$ cat src/rtl/core/maes_pkg.sv
// ----------------------------------------------------------------------------
// maes_pkg: shared types, constants and functions for the masked AES-128 core
// Holds the S-box, round constants, GF(2^8) helpers and the command struct.
// ----------------------------------------------------------------------------
package maes_pkg;

	localparam logic [31:0] GEN_RESET    = 32'h1234abcd;
	localparam logic [31:0] GEN_ZERO_SUB = 32'ha5a5a5a5;
	localparam logic [7:0]  GF_POLY      = 8'h1b;

	localparam int KEY_BYTES = 176;
	localparam int SBOX_SIZE = 256;

	// register byte addresses, 8-byte spacing
	localparam logic [4:0] ADDR_KEY_HIGH  = 5'd0;
	localparam logic [4:0] ADDR_KEY_LOW   = 5'd8;
	localparam logic [4:0] ADDR_MASK_SEED = 5'd16;

	typedef struct packed {
		logic pt_load;      // capture the plaintext of an accepted request
		logic key_load;     // copy key registers into round key 0 and restart expansion
		logic key_step;     // compute next round key
		logic gen_step;     // advance xorshift generator
		logic take_min;
		logic take_mout;
		logic sbox_write;   // write one masked S-box entry
		logic load_state;   // load plaintext byte with fresh mask
		logic add_key;      // xor round key into masked state
		logic sub_byte;     // one masked S-box byte lookup
		logic sub_done;     // apply ShiftRows/MixColumns and key for the round
		logic last_round;
		logic out_load;
	} maes_cmd_t;

	function automatic logic [7:0] sbox(input logic [7:0] x);
		logic [7:0] t [0:255];
		t = '{
		8'h63,8'h7c,8'h77,8'h7b,8'hf2,8'h6b,8'h6f,8'hc5,8'h30,8'h01,8'h67,8'h2b,8'hfe,8'hd7,8'hab,8'h76,
		8'hca,8'h82,8'hc9,8'h7d,8'hfa,8'h59,8'h47,8'hf0,8'had,8'hd4,8'ha2,8'haf,8'h9c,8'ha4,8'h72,8'hc0,
		8'hb7,8'hfd,8'h93,8'h26,8'h36,8'h3f,8'hf7,8'hcc,8'h34,8'ha5,8'he5,8'hf1,8'h71,8'hd8,8'h31,8'h15,
		8'h04,8'hc7,8'h23,8'hc3,8'h18,8'h96,8'h05,8'h9a,8'h07,8'h12,8'h80,8'he2,8'heb,8'h27,8'hb2,8'h75,
		8'h09,8'h83,8'h2c,8'h1a,8'h1b,8'h6e,8'h5a,8'ha0,8'h52,8'h3b,8'hd6,8'hb3,8'h29,8'he3,8'h2f,8'h84,
		8'h53,8'hd1,8'h00,8'hed,8'h20,8'hfc,8'hb1,8'h5b,8'h6a,8'hcb,8'hbe,8'h39,8'h4a,8'h4c,8'h58,8'hcf,
		8'hd0,8'hef,8'haa,8'hfb,8'h43,8'h4d,8'h33,8'h85,8'h45,8'hf9,8'h02,8'h7f,8'h50,8'h3c,8'h9f,8'ha8,
		8'h51,8'ha3,8'h40,8'h8f,8'h92,8'h9d,8'h38,8'hf5,8'hbc,8'hb6,8'hda,8'h21,8'h10,8'hff,8'hf3,8'hd2,
		8'hcd,8'h0c,8'h13,8'hec,8'h5f,8'h97,8'h44,8'h17,8'hc4,8'ha7,8'h7e,8'h3d,8'h64,8'h5d,8'h19,8'h73,
		8'h60,8'h81,8'h4f,8'hdc,8'h22,8'h2a,8'h90,8'h88,8'h46,8'hee,8'hb8,8'h14,8'hde,8'h5e,8'h0b,8'hdb,
		8'he0,8'h32,8'h3a,8'h0a,8'h49,8'h06,8'h24,8'h5c,8'hc2,8'hd3,8'hac,8'h62,8'h91,8'h95,8'he4,8'h79,
		8'he7,8'hc8,8'h37,8'h6d,8'h8d,8'hd5,8'h4e,8'ha9,8'h6c,8'h56,8'hf4,8'hea,8'h65,8'h7a,8'hae,8'h08,
		8'hba,8'h78,8'h25,8'h2e,8'h1c,8'ha6,8'hb4,8'hc6,8'he8,8'hdd,8'h74,8'h1f,8'h4b,8'hbd,8'h8b,8'h8a,
		8'h70,8'h3e,8'hb5,8'h66,8'h48,8'h03,8'hf6,8'h0e,8'h61,8'h35,8'h57,8'hb9,8'h86,8'hc1,8'h1d,8'h9e,
		8'he1,8'hf8,8'h98,8'h11,8'h69,8'hd9,8'h8e,8'h94,8'h9b,8'h1e,8'h87,8'he9,8'hce,8'h55,8'h28,8'hdf,
		8'h8c,8'ha1,8'h89,8'h0d,8'hbf,8'he6,8'h42,8'h68,8'h41,8'h99,8'h2d,8'h0f,8'hb0,8'h54,8'hbb,8'h16};
		return t[x];
	endfunction

	function automatic logic [7:0] rcon(input logic [3:0] r);
		logic [7:0] v;
		case (r)
			4'd0: v = 8'h01;
			4'd1: v = 8'h02;
			4'd2: v = 8'h04;
			4'd3: v = 8'h08;
			4'd4: v = 8'h10;
			4'd5: v = 8'h20;
			4'd6: v = 8'h40;
			4'd7: v = 8'h80;
			4'd8: v = GF_POLY;
			4'd9: v = 8'h36;
			default: v = 8'h00;
		endcase
		return v;
	endfunction

	function automatic logic [7:0] dbl(input logic [7:0] v);
		return {v[6:0], 1'b0} ^ (v[7] ? GF_POLY : 8'h00);
	endfunction

	function automatic logic [31:0] xorshift(input logic [31:0] x);
		logic [31:0] a, b;
		a = x ^ (x << 13);
		b = a ^ (a >> 17);
		return b ^ (b << 5);
	endfunction

	function automatic logic [127:0] rotate_rows(input logic [127:0] s);
		logic [127:0] o;
		for (int c = 0; c < 4; c++) begin
			for (int r = 0; r < 4; r++) begin
				o[127 - 8*(4*c + r) -: 8] = s[127 - 8*(4*((c + r) % 4) + r) -: 8];
			end
		end
		return o;
	endfunction

	function automatic logic [127:0] mix_cols(input logic [127:0] s);
		logic [127:0] o;
		logic [7:0] a0, a1, a2, a3, al;
		for (int c = 0; c < 4; c++) begin
			a0 = s[127 - 32*c -: 8];
			a1 = s[119 - 32*c -: 8];
			a2 = s[111 - 32*c -: 8];
			a3 = s[103 - 32*c -: 8];
			al = a0 ^ a1 ^ a2 ^ a3;
			o[127 - 32*c -: 8] = a0 ^ al ^ dbl(a0 ^ a1);
			o[119 - 32*c -: 8] = a1 ^ al ^ dbl(a1 ^ a2);
			o[111 - 32*c -: 8] = a2 ^ al ^ dbl(a2 ^ a3);
			o[103 - 32*c -: 8] = a3 ^ al ^ dbl(a3 ^ a0);
		end
		return o;
	endfunction

endpackage

$ cat src/rtl/core/maes_ctrl.sv
// ----------------------------------------------------------------------------
// maes_ctrl: sequencer for the masked AES core
// Steps key expansion, S-box rebuild, masking and ten byte-serial rounds.
// ----------------------------------------------------------------------------
module maes_ctrl import maes_pkg::*; (
	input  logic       clk,
	input  logic       arst_n,
	input  logic       key_write,
	input  logic       in_valid,
	output logic       in_stall,
	output logic       out_valid,
	input  logic       out_stall,
	output maes_cmd_t  cmd,
	output logic [7:0] idx,
	output logic [3:0] round
);

	typedef enum logic [3:0] {
		IDLE, MIN, MOUT, FILL, LOAD, ADDK, KLOAD, SUBA, SUBB, MIX, DONE
	} state_t;

	state_t     state_q;
	logic [7:0] cnt_q;
	logic [3:0] round_q;
	logic       sub_wr;

	assign idx       = cnt_q;
	assign round     = round_q;
	assign in_stall  = (state_q != IDLE) || key_write;
	assign sub_wr    = (state_q == SUBB);

	always_comb begin
		cmd = '0;
		case (state_q)
			IDLE:  cmd.pt_load = in_valid && !in_stall;
			MIN:   begin cmd.gen_step = 1'b1; cmd.take_min = 1'b1; end
			MOUT:  begin cmd.gen_step = 1'b1; cmd.take_mout = 1'b1; end
			FILL:  cmd.sbox_write = 1'b1;
			LOAD:  begin cmd.gen_step = 1'b1; cmd.load_state = 1'b1; end
			KLOAD: cmd.key_load = 1'b1;
			ADDK:  begin cmd.add_key = 1'b1; cmd.key_step = 1'b1; end
			SUBB:  cmd.sub_byte = sub_wr;
			MIX:   begin
				cmd.sub_done   = 1'b1;
				cmd.key_step   = 1'b1;
				cmd.last_round = (round_q == 4'd10);
			end
			DONE:  cmd.out_load = !out_valid;
			default: cmd = '0;
		endcase
		// a key write reloads round key 0 with the pre-write key; writes belong in idle, not enforced here
		if (key_write) begin
			cmd.key_load = 1'b1;
		end
	end

	always_ff @(posedge clk or negedge arst_n) begin
		if (!arst_n) begin
			state_q   <= IDLE;
			cnt_q     <= '0;
			round_q   <= '0;
			out_valid <= 1'b0;
		end else begin
			if (out_valid && !out_stall) begin
				out_valid <= 1'b0;
			end
			case (state_q)
				IDLE: if (in_valid && !in_stall) state_q <= MIN;
				MIN:  state_q <= MOUT;
				MOUT: begin state_q <= FILL; cnt_q <= '0; end
				FILL: begin
					cnt_q <= cnt_q + 8'd1;
					if (cnt_q == 8'hff) begin
						state_q <= LOAD;
					end
				end
				LOAD: begin
					cnt_q <= cnt_q + 8'd1;
					if (cnt_q == 8'd15) begin
						state_q <= KLOAD;
					end
				end
				KLOAD: begin state_q <= ADDK; round_q <= '0; end
				ADDK: begin state_q <= SUBA; cnt_q <= '0; round_q <= 4'd1; end
				SUBA: state_q <= SUBB;          // read latency of the S-box memory
				SUBB: begin
					if (cnt_q == 8'd15) begin
						state_q <= MIX;
					end else begin
						cnt_q   <= cnt_q + 8'd1;
						state_q <= SUBA;
					end
				end
				MIX: begin
					cnt_q <= '0;
					if (round_q == 4'd10) begin
						state_q <= DONE;
					end else begin
						round_q <= round_q + 4'd1;
						state_q <= SUBA;
					end
				end
				DONE: if (!out_valid) begin
					out_valid <= 1'b1;
					state_q   <= IDLE;
				end
				default: state_q <= IDLE;
			endcase
		end
	end

endmodule

$ cat config.mk
export PLATFORM = sky130hd
export DESIGN_NAME = maes_ctrl
export DESIGN_NICKNAME = d
export VERILOG_FILES = /design/src/rtl/core/maes_pkg.sv /design/src/rtl/core/maes_ctrl.sv
export SDC_FILE = /design/constraint.sdc
export NUM_CORES = 1
export LEC_CHECK = 0
export BUFFER_PORTS_ARGS = -buffer_cell sky130_fd_sc_hd__buf_4
export CAP_MARGIN = 20
export CELL_PAD_IN_SITES_DETAIL_PLACEMENT = 1
export CELL_PAD_IN_SITES_GLOBAL_PLACEMENT = 2
export CORE_MARGIN = 2
export CORE_UTILIZATION = 31
export DETAILED_ROUTE_END_ITERATION = 8
export PLACE_DENSITY = 0.83
export SYNTH_ARGS = -nofsm -noshare
export SYNTH_HDL_FRONTEND = slang
export SYNTH_SLANG_ARGS = --single-unit
$ cat constraint.sdc
create_clock -name clk -period 2.5 [get_ports clk]
set_input_delay 0.125 -clock clk [delete_from_list [all_inputs] [get_ports clk]]
set_output_delay 0.125 -clock clk [all_outputs]
set_load 0.03 [all_outputs]
---- Word level (Yosys, flattened, before mapping) ----
Cells that the tools add are included.
Widths: inputs -> output; s select.
word-level totals
  output and inout bits ................... 27
  input bits .............................. 5
  word-level logic and storage cells ...... 69
  register bits after elaboration ......... 17
cells by class
  eq/ne operators ......................... 19
  mux-type cells .......................... 27
  reductions and logical operators ........ 17
  add/sub/neg operators ................... 2
operator list
  operator             count
  $pmux 4 s11          1
  $mux 4               7
  $pmux 8 s3           1
  $eq 4x3->1 const B   4
  $eq 4x4->1 const B   4
  $mux 1               15
  $ne 2x2->1 const B   6
  $pmux 4 s3           1
  $add 8x1->8 const B  1
  $eq 4x2->1 const B   2
  $eq 8x4->1 const B   1
  $eq 8x8->1 const B   1
  $mux 8               1
  $reduce_bool 3->1    2
  $reduce_or 3->1      2
  $add 4x1->4 const B  1
  $eq 4x1->1 const B   1
  $logic_not 4->1      1
  $reduce_and 2->1     2
  $reduce_and 4->1     1
  $reduce_bool 4->1    1
  $reduce_or 2->1      2
  $logic_not 1->1      3
  $logic_and 1x1->1    2
  other kinds (2)      2

---- Longest topological paths before layout ----
Gate-level depths: netlist of the first run.
  depth in word-level cells ............... 6
  gate-level depth with buffers ........... 6
  depth with buffers taken out ............ 6

---- Worst setup path after synthesis of the first run ----
No wires, ideal clock.
  path kind ............................... reg-to-reg
  start point ............................. register state_q[3]
  end point ............................... register cnt_q[1], in the netlist idx[1]
  arrival ................................. 2134 ps
  path slack .............................. 203 ps
  library setup time ...................... 163 ps
  data required time ...................... 2337 ps
  path buffers ............................ 1
  period minus slack after synthesis ...... 2297 ps
  stages on the path, launching flop included .. 6
  cell sequence ........................... dfrtp_1 > buf_2 > nor4b_1 > a21oi_1 > nand2_1 > o41ai_1
between the ends
  cells in the longest elaborated chain, start to end .. 4
  elaborated cells on any way between the ends .. 12
  classes of those cells .................. 7 x eq/ne; 1 x mux; 4 x reduce/logical
RTL lines
  what                                                                 RTL line         source
  start, declared                                                      maes_ctrl.sv:22  state_t state_q;
  start signal, assigned                                               maes_ctrl.sv:59  state_q <= IDLE;
  start signal, assigned                                               maes_ctrl.sv:68  IDLE: if (in_valid && !in_stall) state_q <= MIN;
  start signal, assigned                                               maes_ctrl.sv:69  MIN: state_q <= MOUT;
  $eq 4x4->1, or another cell as far along                             maes_ctrl.sv:67  case (state_q)
  $reduce_or 3->1 (no line) / $reduce_or 2->1 (equally long branches)  n/a
  $reduce_bool 3->1 (no line)                                          n/a
  $reduce_and 2->1 (no line)                                           n/a
  end signal, assigned                                                 maes_ctrl.sv:72  cnt_q <= cnt_q + 8'd1;
  end signal, assigned                                                 maes_ctrl.sv:78  cnt_q <= cnt_q + 8'd1;
  end signal, assigned                                                 maes_ctrl.sv:90  cnt_q <= cnt_q + 8'd1;
  end, declared                                                        maes_ctrl.sv:23  logic [7:0] cnt_q;
Several ways; a longest one is shown, not always the timed one.
A chain may end at the register's enable or synchronous reset.

==> impl_metrics.csv, run 1 <==
group,metric,value,unit
floorplanning,start_util,32.4,%
power_and_ir_drop,ir_drop,0.153,mV
power_and_ir_drop,total_leakage_power,0.674,nW
route,drt_wl_total,3970,µm
timing,finalMaxSlewViolations,0,
place,hpwl,2890,µm
setup_path,crit_path_end_kind,"output pin",
clocking,post_cts_buffers,0,
floorplanning,ioPinCount,32,
logic_synthesis,yosysSeqAreaShare,32.6,%
timing,finalSetupViolCount,0,
setup_path,critical_path_buf_inv_count,1,
logic_synthesis,syn-instance-count,152,
timing,clock_skew,0.00252,ns
global_route,antenna_found_initial,0,
global_route,grt_max_degree,25,
floorplanning,die-width,68.9,µm
global_route,grt_overflow_total,0,
timing,rsz0062_at_grt,"false",
worst_hold_path,hold_class,"in2reg",
layout,area_growth,23.5,%
route,via_per_inst,5.71,
logic_synthesis,syn_area_per_cell,8.59,µm²
layout,nets,188,
setup_path,r2r-end,"idx[5]",
logic_synthesis,syn-num-nets,160,
timing,period_needed,2.08,ns
logic_synthesis,synth_mux_area_share,0.766,%
setup_path,crit_arrival,1.95,ns
global_route,first_global_vias,1342,
setup_path,max_stage_delay,0.66,ns
layout,n_fill_cell,504,
logic_synthesis,synth_top_family_by_area,"simple AND/OR/NAND/NOR gates",
logic_synthesis,synth_compound_area_share,24.7,%
logic_synthesis,yosys.cell_types.count,50,
run,drv_cap,0,
global_route,grtUsageTotal,18.6,%
place,place_ws,0.503,ns
setup_path,reg2reg_depth,4,
floorplanning,core,4030,µm²
clocking,clk_pin_slew,0.08,ns
setup_path,cp_top_family,"simple AND/OR/NAND/NOR gates",
logic_synthesis,synth_fa_ha_area_share,2.87,%
setup_path,worst-setup-path-type,"reg2out",
setup_path,critPathMaxFanout,24,
route,first_pass_iters,4,
clocking,insertion_delay,0.26,ns
clocking,cts_resized,0,
logic_synthesis,async_flop_share,100,%
clocking,numCtsBuffers,3,
logic_synthesis,synth_top_area_share,32.6,%
logic_synthesis,synth_edf_count,0,
outcome,status,"completed",
logic_synthesis,synth_xor_area_share,2.01,%
logic_synthesis,ys.flop_type,"dfrtp_1",
timing,tns,0,ns
floorplanning,dieArea,4750,µm²
layout,final_area,1610,µm²
logic_synthesis,ys_seq_elements,17,
route,drcViolationCount,0,
logic_synthesis,ys_warn_count,0,
timing,hold_ws,0.0705,ns
route,detail-route-antenna-nets,0,
timing,relSlewSlack,50.2,%
timing,fin_crit_sh,83.2,%
timing,tightest_slew,0.747,ns
setup_path,critPathRequiredTime,2.38,ns
timing,hold_viol,0,
logic_synthesis,synth-simple-area-share,30.7,%
layout,drive_above_1_share,25.7,%
clocking,cts_buffer_depth,2,
setup_path,worstSetupStartpointType,"flop",
power_and_ir_drop,powerDensity,317,nW/µm²
place,place_area,1560,µm²
floorplanning,fp-row-count,23,
route,dr_total_vias,1308,
timing,fin_ws,0.420,ns
route,drt_iter0_markers,67,
worst_hold_path,hold_end,"out_valid",
setup_path,r2r_setup_slack,0.46,ns
place,place.gp.congestion,0.769,
clocking,cts-htree-levels,1,
layout,final_cells,229,
clocking,cts_root_buffer,"clkbuf_8",
logic_synthesis,synth_top_cell_by_area,"dfrtp_1",
place,dp.cells,224,
logic_synthesis,synthTopCellsByArea,"dfrtp_1 33%, a21oi_1 5.0%, o31ai_1 3.4%, or4_1 3.4%, nand2b_1 3.4%",
logic_synthesis,synth_area,1310,µm²
timing,fmax,481,MHz
layout,post-route-util,40.0,%
setup_path,cp_cell_sequence,"nor4_1, nor3b_1, buf_4",
setup_path,r2r_start,"state_q[2]",
power_and_ir_drop,power,0.511,mW
setup_path,critPathSlowestCell,"dfrtp_1",
worst_hold_path,holdPathStages,2,
clocking,hold_buffers,1,
global_route,grt_pass1_wl,6580,µm
floorplanning,dieHeight,68.9,µm
clocking,clock_sinks,17,
worst_hold_path,min_from,"out_stall",
place,port_buffers,31,
clocking,cts_tree,"built",
layout,antenna_cells,0,
route,routedWlPerCell,17.3,µm
## state kept, by name, indices dropped and copies added, names as in the netlist
signal	flops
idx	8
state_q	4
out_valid	1
round	4
## worst max-delay path by stage
stage / cells after the start / start / slack, ns / end
after global routing: 3 / state_q[0] / 0.22 / cmd[12]
after global placement: 4 / idx[5] / 0.58 / idx[3]
after detailed placement: 4 / idx[5] / 0.50 / idx[5]
after CTS: 3 / state_q[0] / 0.45 / cmd[12]
final: 3 / state_q[0] / 0.42 / cmd[12]
after floorplan: 5 / state_q[3] / 0.20 / idx[1]
## power by group
group | switching, mW | total [mW] | internal (mW)
logic | 0.00967 | 0.0165 | 0.00685
registers | 0 | 0.275 | 0.275
clock network | 0.109 | 0.219 | 0.111
total | 0.118 | 0.511 | 0.392
## layout make-up
| class | count | area [µm²] | area share (%) |
|---|---|---|---|
| clock buffers | 3 | 41.3 | 2.56 |
| clock inverters | 1 | 5.00 | 0.310 |
| inverters | 6 | 22.5 | 1.40 |
| multi-input cells | 118 | 798 | 49.5 |
| flip-flops and latches | 17 | 425 | 26.4 |
| well taps | 50 | 62.6 | 3.88 |
| repair buffers | 34 | 258 | 16.0 |
## kinds of logic after synthesis
kind of cell | count (synthesis)
compound gates | 50
simple gates | 61
mux | 1
fa+ha+maj | 3
flops | 17
buf+inv | 17
xor+xnor | 3
## Yosys cell counts, types with 2 or more instances
master and number:
nand2_1 5, or2_2 2, nor3b_1 2, nor4_1 2
and2_1 3, a21o_1 2, or4_1 6, o21ai_0 5
nor2b_1 2, nor2_1 6, ha_1 3, nor3_1 5
o21ai_1 5, o31a_1 2, o31ai_1 6, nor4b_1 2
dfrtp_1 17, nand2b_1 7, a31oi_1 3, o22ai_1 2
nand4_1 5, a21oi_1 13, nand3_1 6, inv_1 6
xor2_1 2, buf_2 3, o21a_1 2, buf_4 2
clkbuf_1 5
## cells in the final DEF, fill, tap and decap left out, types with 2 or more instances in the layout
master / synthesis / layout
o22ai_1: 2 / 2
ha_1: 3 / 3
nand4_1: 5 / 5
a31oi_1: 3 / 3
clkbuf_8: 0 / 3
nor3b_1: 2 / 2
nor3_1: 5 / 5
or2_2: 2 / 2
a21o_1: 2 / 2
o31ai_1: 6 / 6
xor2_1: 2 / 2
o21a_1: 2 / 2
nor2_1: 6 / 6
and2_1: 3 / 3
a21oi_1: 13 / 13
nand2b_1: 7 / 7
nor4_1: 2 / 2
nand2_1: 5 / 5
o31a_1: 2 / 2
o21ai_1: 5 / 5
o21ai_0: 5 / 5
inv_1: 6 / 6
nand3_1: 6 / 6
nor2b_1: 2 / 2
buf_4: 2 / 33
nor4b_1: 2 / 2
or4_1: 6 / 6
dfrtp_1: 17 / 17
## worst register-to-register path, stage by stage, from the launching register on
cell     delay [ns]
dfrtp_1        0.75
xor2_1         0.27
o21ai_1        0.23
or4_1          0.54
a21oi_1        0.17
## per-layer routing
layer | vias up | track usage (%) | share of wire, %
met5 | - | 0 | 0
met4 | 0 | 4.90 | 0.78
met3 | 4 | 2.27 | 4.1
met2 | 35 | 33.1 | 51
met1 | 640 | 23.8 | 44
li1 | 629 | - | -
(Power assumes the default switching activity.)
==> inputs of run 2 (changes only) <==
- CORE_UTILIZATION: 31 -> 28
- PLACE_DENSITY: 0.83 -> 0.79
- clock period: 2.5 -> 1.8 ns (I/O delays scaled with it)
==> run 2 against run 1 <==
Critical path type is now reg2reg. Non-clock buffer count increased by 27. Sequential cell count did not move. Power increased by 40%. Highest routed layer unchanged. First-iteration DRC count fell by 69%. Register-to-register slack worse by 0.42 ns.
==> impl_metrics.csv, run 2 (synthesized netlist as in run 1, its figures left out) <==
group,metric,value,unit
outcome,status,"completed",
layout,nets,215,
worst_hold_path,hold_class,"in2reg",
global_route,grtUsageTotal,17.6,%
power_and_ir_drop,swShare,23.5,%
power_and_ir_drop,p_sw,0.167,mW
place,port_buffers,31,
clocking,clock_sinks,17,
floorplanning,dieArea,5230,µm²
timing,tightest_slew,0.576,ns
layout,layout.cells.most_common,"buf_4",
route,dr_total_vias,1450,
timing,rsz0062_at_grt,"true",
timing,fmax,567,MHz
timing,period_needed,1.76,ns
place,dp.cells,248,
route,drt_iter0_markers,21,
power_and_ir_drop,total_leakage_power,0.836,nW
layout,mostFrequentLayoutCells,"59 x buf_4, 11 x dfrtp_1, 10 x a21oi_1",
power_and_ir_drop,pwr-share-comb,3.3,%
timing,hold_viol,0,
floorplanning,dieHeight,72.3,µm
floorplanning,core,4410,µm²
clocking,cts_tree,"built",
clocking,clk_pin_slew,0.08,ns
route,drt_wl_total,4460,µm
layout,final_cells,258,
floorplanning,start_util,29.6,%
timing,relSlewSlack,61.6,%
power_and_ir_drop,pwr-share-clk,43.2,%
global_route,grt_overflow_total,0,
layout,final_area,1940,µm²
setup_path,worstSetupStartpointType,"flop",
timing,finalMaxSlewViolations,0,
layout,drive_above_1_share,46.1,%
route,via_per_inst,5.62,
global_route,grt_pass1_wl,7310,µm
setup_path,max_stage_delay,0.58,ns
global_route,antenna_found_initial,0,
timing,fin_crit_sh,98.0,%
route,detail-route-antenna-nets,0,
route,drcViolationCount,0,
setup_path,crit_path_end_kind,"flop",
layout,area_growth,48.6,%
floorplanning,die-width,72.3,µm
place,place.gp.congestion,0.781,
place,place_area,1740,µm²
global_route,first_global_vias,1520,
setup_path,crit_arrival,1.91,ns
setup_path,critPathMaxFanout,5,
clocking,insertion_delay,0.26,ns
route,routedWlPerCell,17.3,µm
power_and_ir_drop,powerDensity,367,nW/µm²
clocking,cts_buffer_depth,2,
global_route,grt_max_degree,18,
clocking,cts-htree-levels,1,
setup_path,worst-setup-path-type,"reg2reg",
floorplanning,ioPinCount,32,
place,hpwl,3320,µm
floorplanning,fp-row-count,24,
setup_path,critPathRequiredTime,1.94,ns
clocking,numCtsBuffers,3,
clocking,cts_root_buffer,"clkbuf_8",
layout,n_fill_cell,516,
route,first_pass_iters,4,
power_and_ir_drop,ir_drop,0.243,mV
timing,clock_skew,0.00323,ns
power_and_ir_drop,seq_power_share,53.5,%
layout,antenna_cells,0,
power_and_ir_drop,p_int,0.545,mW
run,drv_cap,0,
timing,finalSetupViolCount,0,
layout,largest_register_ffs,8,
setup_path,critPathSlowestCell,"or4_4",
setup_path,cp_cell_sequence,"or4_4, nor4_4, buf_4, or4_1, a21oi_1",
[run 2: path summary, 6_finish.rpt]
kind                           start    endpoint  slack (ns)  cells after the start
max                           idx[4]      idx[4]        0.04                      5
min                        out_stall   out_valid        0.04                      2
max reg2reg                   idx[4]      idx[4]        0.04                      5
min reg2reg                 round[3]    round[3]        0.53                      1
max in group asynchronous     arst_n  state_q[2]        1.34                      2
min in group asynchronous     arst_n      idx[6]        0.24                      2
[run 2: repair_timing]
action                                  CTS  global route
hold buffers                              1             0
hold endpoints to repair                 17             0
gates cloned                              0             1
setup buffers                             0             4
resized for setup                         5            19
pin swaps                                 0             8
endpoints found under the setup margin   10            12
[run 2: layout make-up]
type	count	area [µm²]	area share, %
Sequential cell	17	433	22.3
Clock inverter	1	5.00	0.258
Tap cell	52	65.1	3.35
Inverter	6	22.5	1.16
Timing Repair Buffer	61	464	23.9
Multi-Input combinational cell	118	910	46.9
Clock buffer	3	41.3	2.13
[run 2: power groups by stage]
| stage | logic (mW) | clock network [mW] | registers [mW] |
|---|---|---|---|
| after floorplan | 0.00450 | 0 | 0.389 |
| after global placement | 0.0219 | 0 | 0.389 |
| after detailed placement | 0.0229 | 0 | 0.389 |
| after CTS | 0.0248 | 0.319 | 0.381 |
| after global routing | 0.0263 | 0.339 | 0.381 |
| final | 0.0235 | 0.308 | 0.381 |
[run 2: critical path, delay by kind of cell, from the launching register on]
kind	cells	cell delay, ns
DFF	1	0.40
and+or+nand+nor	3	0.98
buffers and inverters	1	0.20
AOI/OAI and AO/OA	1	0.06
[run 2: metal layers]
metal | part of all wire (%) | vias up | track usage (%)
li1 | - | 685 | -
met1 | 44 | 729 | 21.2
met2 | 51 | 29 | 32.3
met3 | 3.8 | 7 | 3.33
met4 | 1.1 | 0 | 3.35
met5 | 0 | - | 0
[run 2: per-stage QoR]
stage	util (%)	setup slack [ns]	total power, mW	hold slack (ns)	setup TNS, ns
after global routing	44.0	-0.0327	0.746	0.0402	-0.120
after global placement	39.5	0.0286	0.411	-0.0266	0
final	44.0	0.0362	0.712	0.0362	0
after floorplan	-	-0.0938	0.394	-0.206	-0.580
after detailed placement	39.5	-0.0408	0.412	-0.0214	-0.201
after CTS	41.2	0.0123	0.725	0.0350	0
==> inputs of run 3 (changes only) <==
- CORE_MARGIN: 2 -> not set
- CORE_UTILIZATION: 28 -> 31
- HOLD_SLACK_MARGIN: not set -> 0.12
- PLACE_DENSITY: 0.79 -> 0.83
- clock period: 1.8 -> 2 ns (I/O delays scaled with it)
==> run 3 against run 2 <==
Critical path depth is the same. Combinational power down 4%. Worst setup slack better by 0.053 ns. Clock-buffer cell count did not move. Sequential cell count is the same. Non-clock buffer count fell by 16. Critical endpoint is now idx[3].
==> impl_metrics.csv, run 3 (synthesized netlist as in run 1, its figures left out) <==
group,metric,value,unit
outcome,status,"completed",
route,drt_iter0_markers,57,
clocking,cts-htree-levels,1,
power_and_ir_drop,p_int,0.492,mW
setup_path,crit_arrival,2.09,ns
clocking,numCtsBuffers,3,
setup_path,cp_cell_sequence,"or4_1, nor4_4, buf_4, o31ai_1, a21oi_1",
floorplanning,ioPinCount,32,
timing,finalMaxSlewViolations,0,
layout,layout.cells.most_common,"buf_4",
layout,antenna_cells,0,
floorplanning,die-width,66.9,µm
power_and_ir_drop,p_sw,0.145,mW
power_and_ir_drop,powerDensity,372,nW/µm²
route,first_pass_iters,4,
route,via_per_inst,5.77,
place,port_buffers,31,
route,detail-route-antenna-nets,0,
layout,n_fill_cell,490,
layout,mostFrequentLayoutCells,"43 x buf_4, 15 x dfrtp_1, 13 x a21oi_1",
place,hpwl,2990,µm
setup_path,r2r_setup_slack,0.09,ns
timing,fin_crit_sh,95.5,%
route,dr_total_vias,1385,
power_and_ir_drop,seq_power_share,54.0,%
worst_hold_path,hold_class,"in2async",
clocking,cts_tree,"built",
timing,period_needed,1.91,ns
timing,relSlewSlack,57.4,%
setup_path,critPathMaxFanout,10,
floorplanning,start_util,32.4,%
setup_path,r2r-end,"idx[3]",
setup_path,critPathRequiredTime,2.18,ns
layout,post-route-util,42.5,%
route,drt_wl_total,4020,µm
timing,tightest_slew,0.635,ns
layout,nets,199,
setup_path,crit_path_end_kind,"flop",
route,routedWlPerCell,16.8,µm
setup_path,critPathSlowestCell,"or4_1",
power_and_ir_drop,swShare,22.7,%
clocking,cts_buffer_depth,2,
floorplanning,core,4030,µm²
layout,largest_register_ffs,8,
setup_path,max_stage_delay,0.65,ns
layout,area_growth,31.0,%
setup_path,worstSetupStartpointType,"flop",
global_route,antenna_found_initial,0,
floorplanning,fp-row-count,23,
global_route,first_global_vias,1344,
global_route,grt_overflow_total,0,
clocking,clk_pin_slew,0.07,ns
timing,clock_skew,0.00353,ns
global_route,grt_max_degree,18,
global_route,grt_pass1_wl,6570,µm
timing,fmax,523,MHz
floorplanning,dieHeight,66.9,µm
place,place_area,1630,µm²
layout,drive_above_1_share,31.6,%
timing,hold_viol,0,
power_and_ir_drop,pwr-share-clk,42.5,%
setup_path,r2r_start,"idx[4]",
setup_path,reg2reg_depth,5,
route,drcViolationCount,0,
power_and_ir_drop,pwr-share-comb,3.5,%
timing,hold_ws,0.250,ns
timing,finalSetupViolCount,0,
layout,final_area,1710,µm²
power_and_ir_drop,total_leakage_power,0.732,nW
global_route,grtUsageTotal,19.6,%
clocking,insertion_delay,0.26,ns
run,drv_cap,0,
setup_path,worst-setup-path-type,"reg2reg",
floorplanning,dieArea,4480,µm²
clocking,clock_sinks,17,
place,place.gp.congestion,0.823,
clocking,cts_root_buffer,"clkbuf_8",
power_and_ir_drop,ir_drop,0.167,mV
run 3: changes by cell type in the layout (fill, tap and decap cells not counted), moves of 2 or more:
cell,previous run,this run
or4_1,3,6
dfrtp_1,11,15
buf_4,59,43
o31ai_4,2,0
or4_4,3,0
a21oi_1,10,13
nor3_1,3,5
dfrtp_2,6,2
a21oi_2,3,0
o31ai_1,3,6
nor3_2,3,1
run 3: cell type report:
cell class | count | area, µm² | area share [%]
clock inverter | 1 | 5.00 | 0.292
timing repair buffer | 45 | 343 | 20.0
sequential | 17 | 428 | 25.0
inverter | 6 | 22.5 | 1.32
tap | 50 | 62.6 | 3.65
multi-input combinational | 118 | 810 | 47.3
clock buffer | 3 | 41.3 | 2.41
run 3: worst max-delay path by stage:
stage,start,endpoint,slack [ns],cells after the start
floorplan,idx[5],idx[3],0.09,5
finish,idx[4],idx[3],0.09,5
global route,idx[4],idx[3],-0.001,5
CTS,idx[4],idx[3],0.03,4
detailed placement,idx[4],idx[3],0.05,4
global placement,idx[4],idx[6],0.14,4
run 3: power by group through the flow:
stage | clock network [mW] | logic (mW) | registers, mW
global route | 0.293 | 0.0250 | 0.343
finish | 0.270 | 0.0226 | 0.343
CTS | 0.276 | 0.0233 | 0.343
global placement | 0 | 0.0194 | 0.350
detailed placement | 0 | 0.0203 | 0.350
floorplan | 0 | 0.00386 | 0.350
run 3: per-layer routing:
layer | part of all wire, % | track usage (%) | vias to the layer above
met5 | 0 | 0 | -
met2 | 50 | 35.1 | 33
li1 | - | - | 656
met1 | 45 | 24.4 | 690
met4 | 1.0 | 4.79 | 0
met3 | 3.3 | 2.57 | 6
run 3: through the flow:
stage	cells	setup TNS [ns]	total power [mW]	setup slack, ns
global route	240	-0.00137	0.662	-0.00137
detailed placement	233	0	0.370	0.0464
finish	240	0	0.636	0.0891
CTS	239	0	0.643	0.0293
global placement	233	0	0.370	0.137
floorplan	152	0	0.354	0.0883
run 3: repair_timing:
item	in CTS	in global routing
hold buffers	2	0
setup endpoints to repair	0	5
endpoints found under the hold margin	18	0
buffers inserted	0	1
gates resized for setup	0	3
run 3: critical path: cells and delay by family (launching register included):
| kind | cells | cell delay, ns |
|---|---|---|
| buffers and inverters | 1 | 0.20 |
| flip-flops | 1 | 0.43 |
| AO/OA/AOI/OAI | 2 | 0.26 |
| AND/OR/NAND/NOR | 2 | 0.94 |
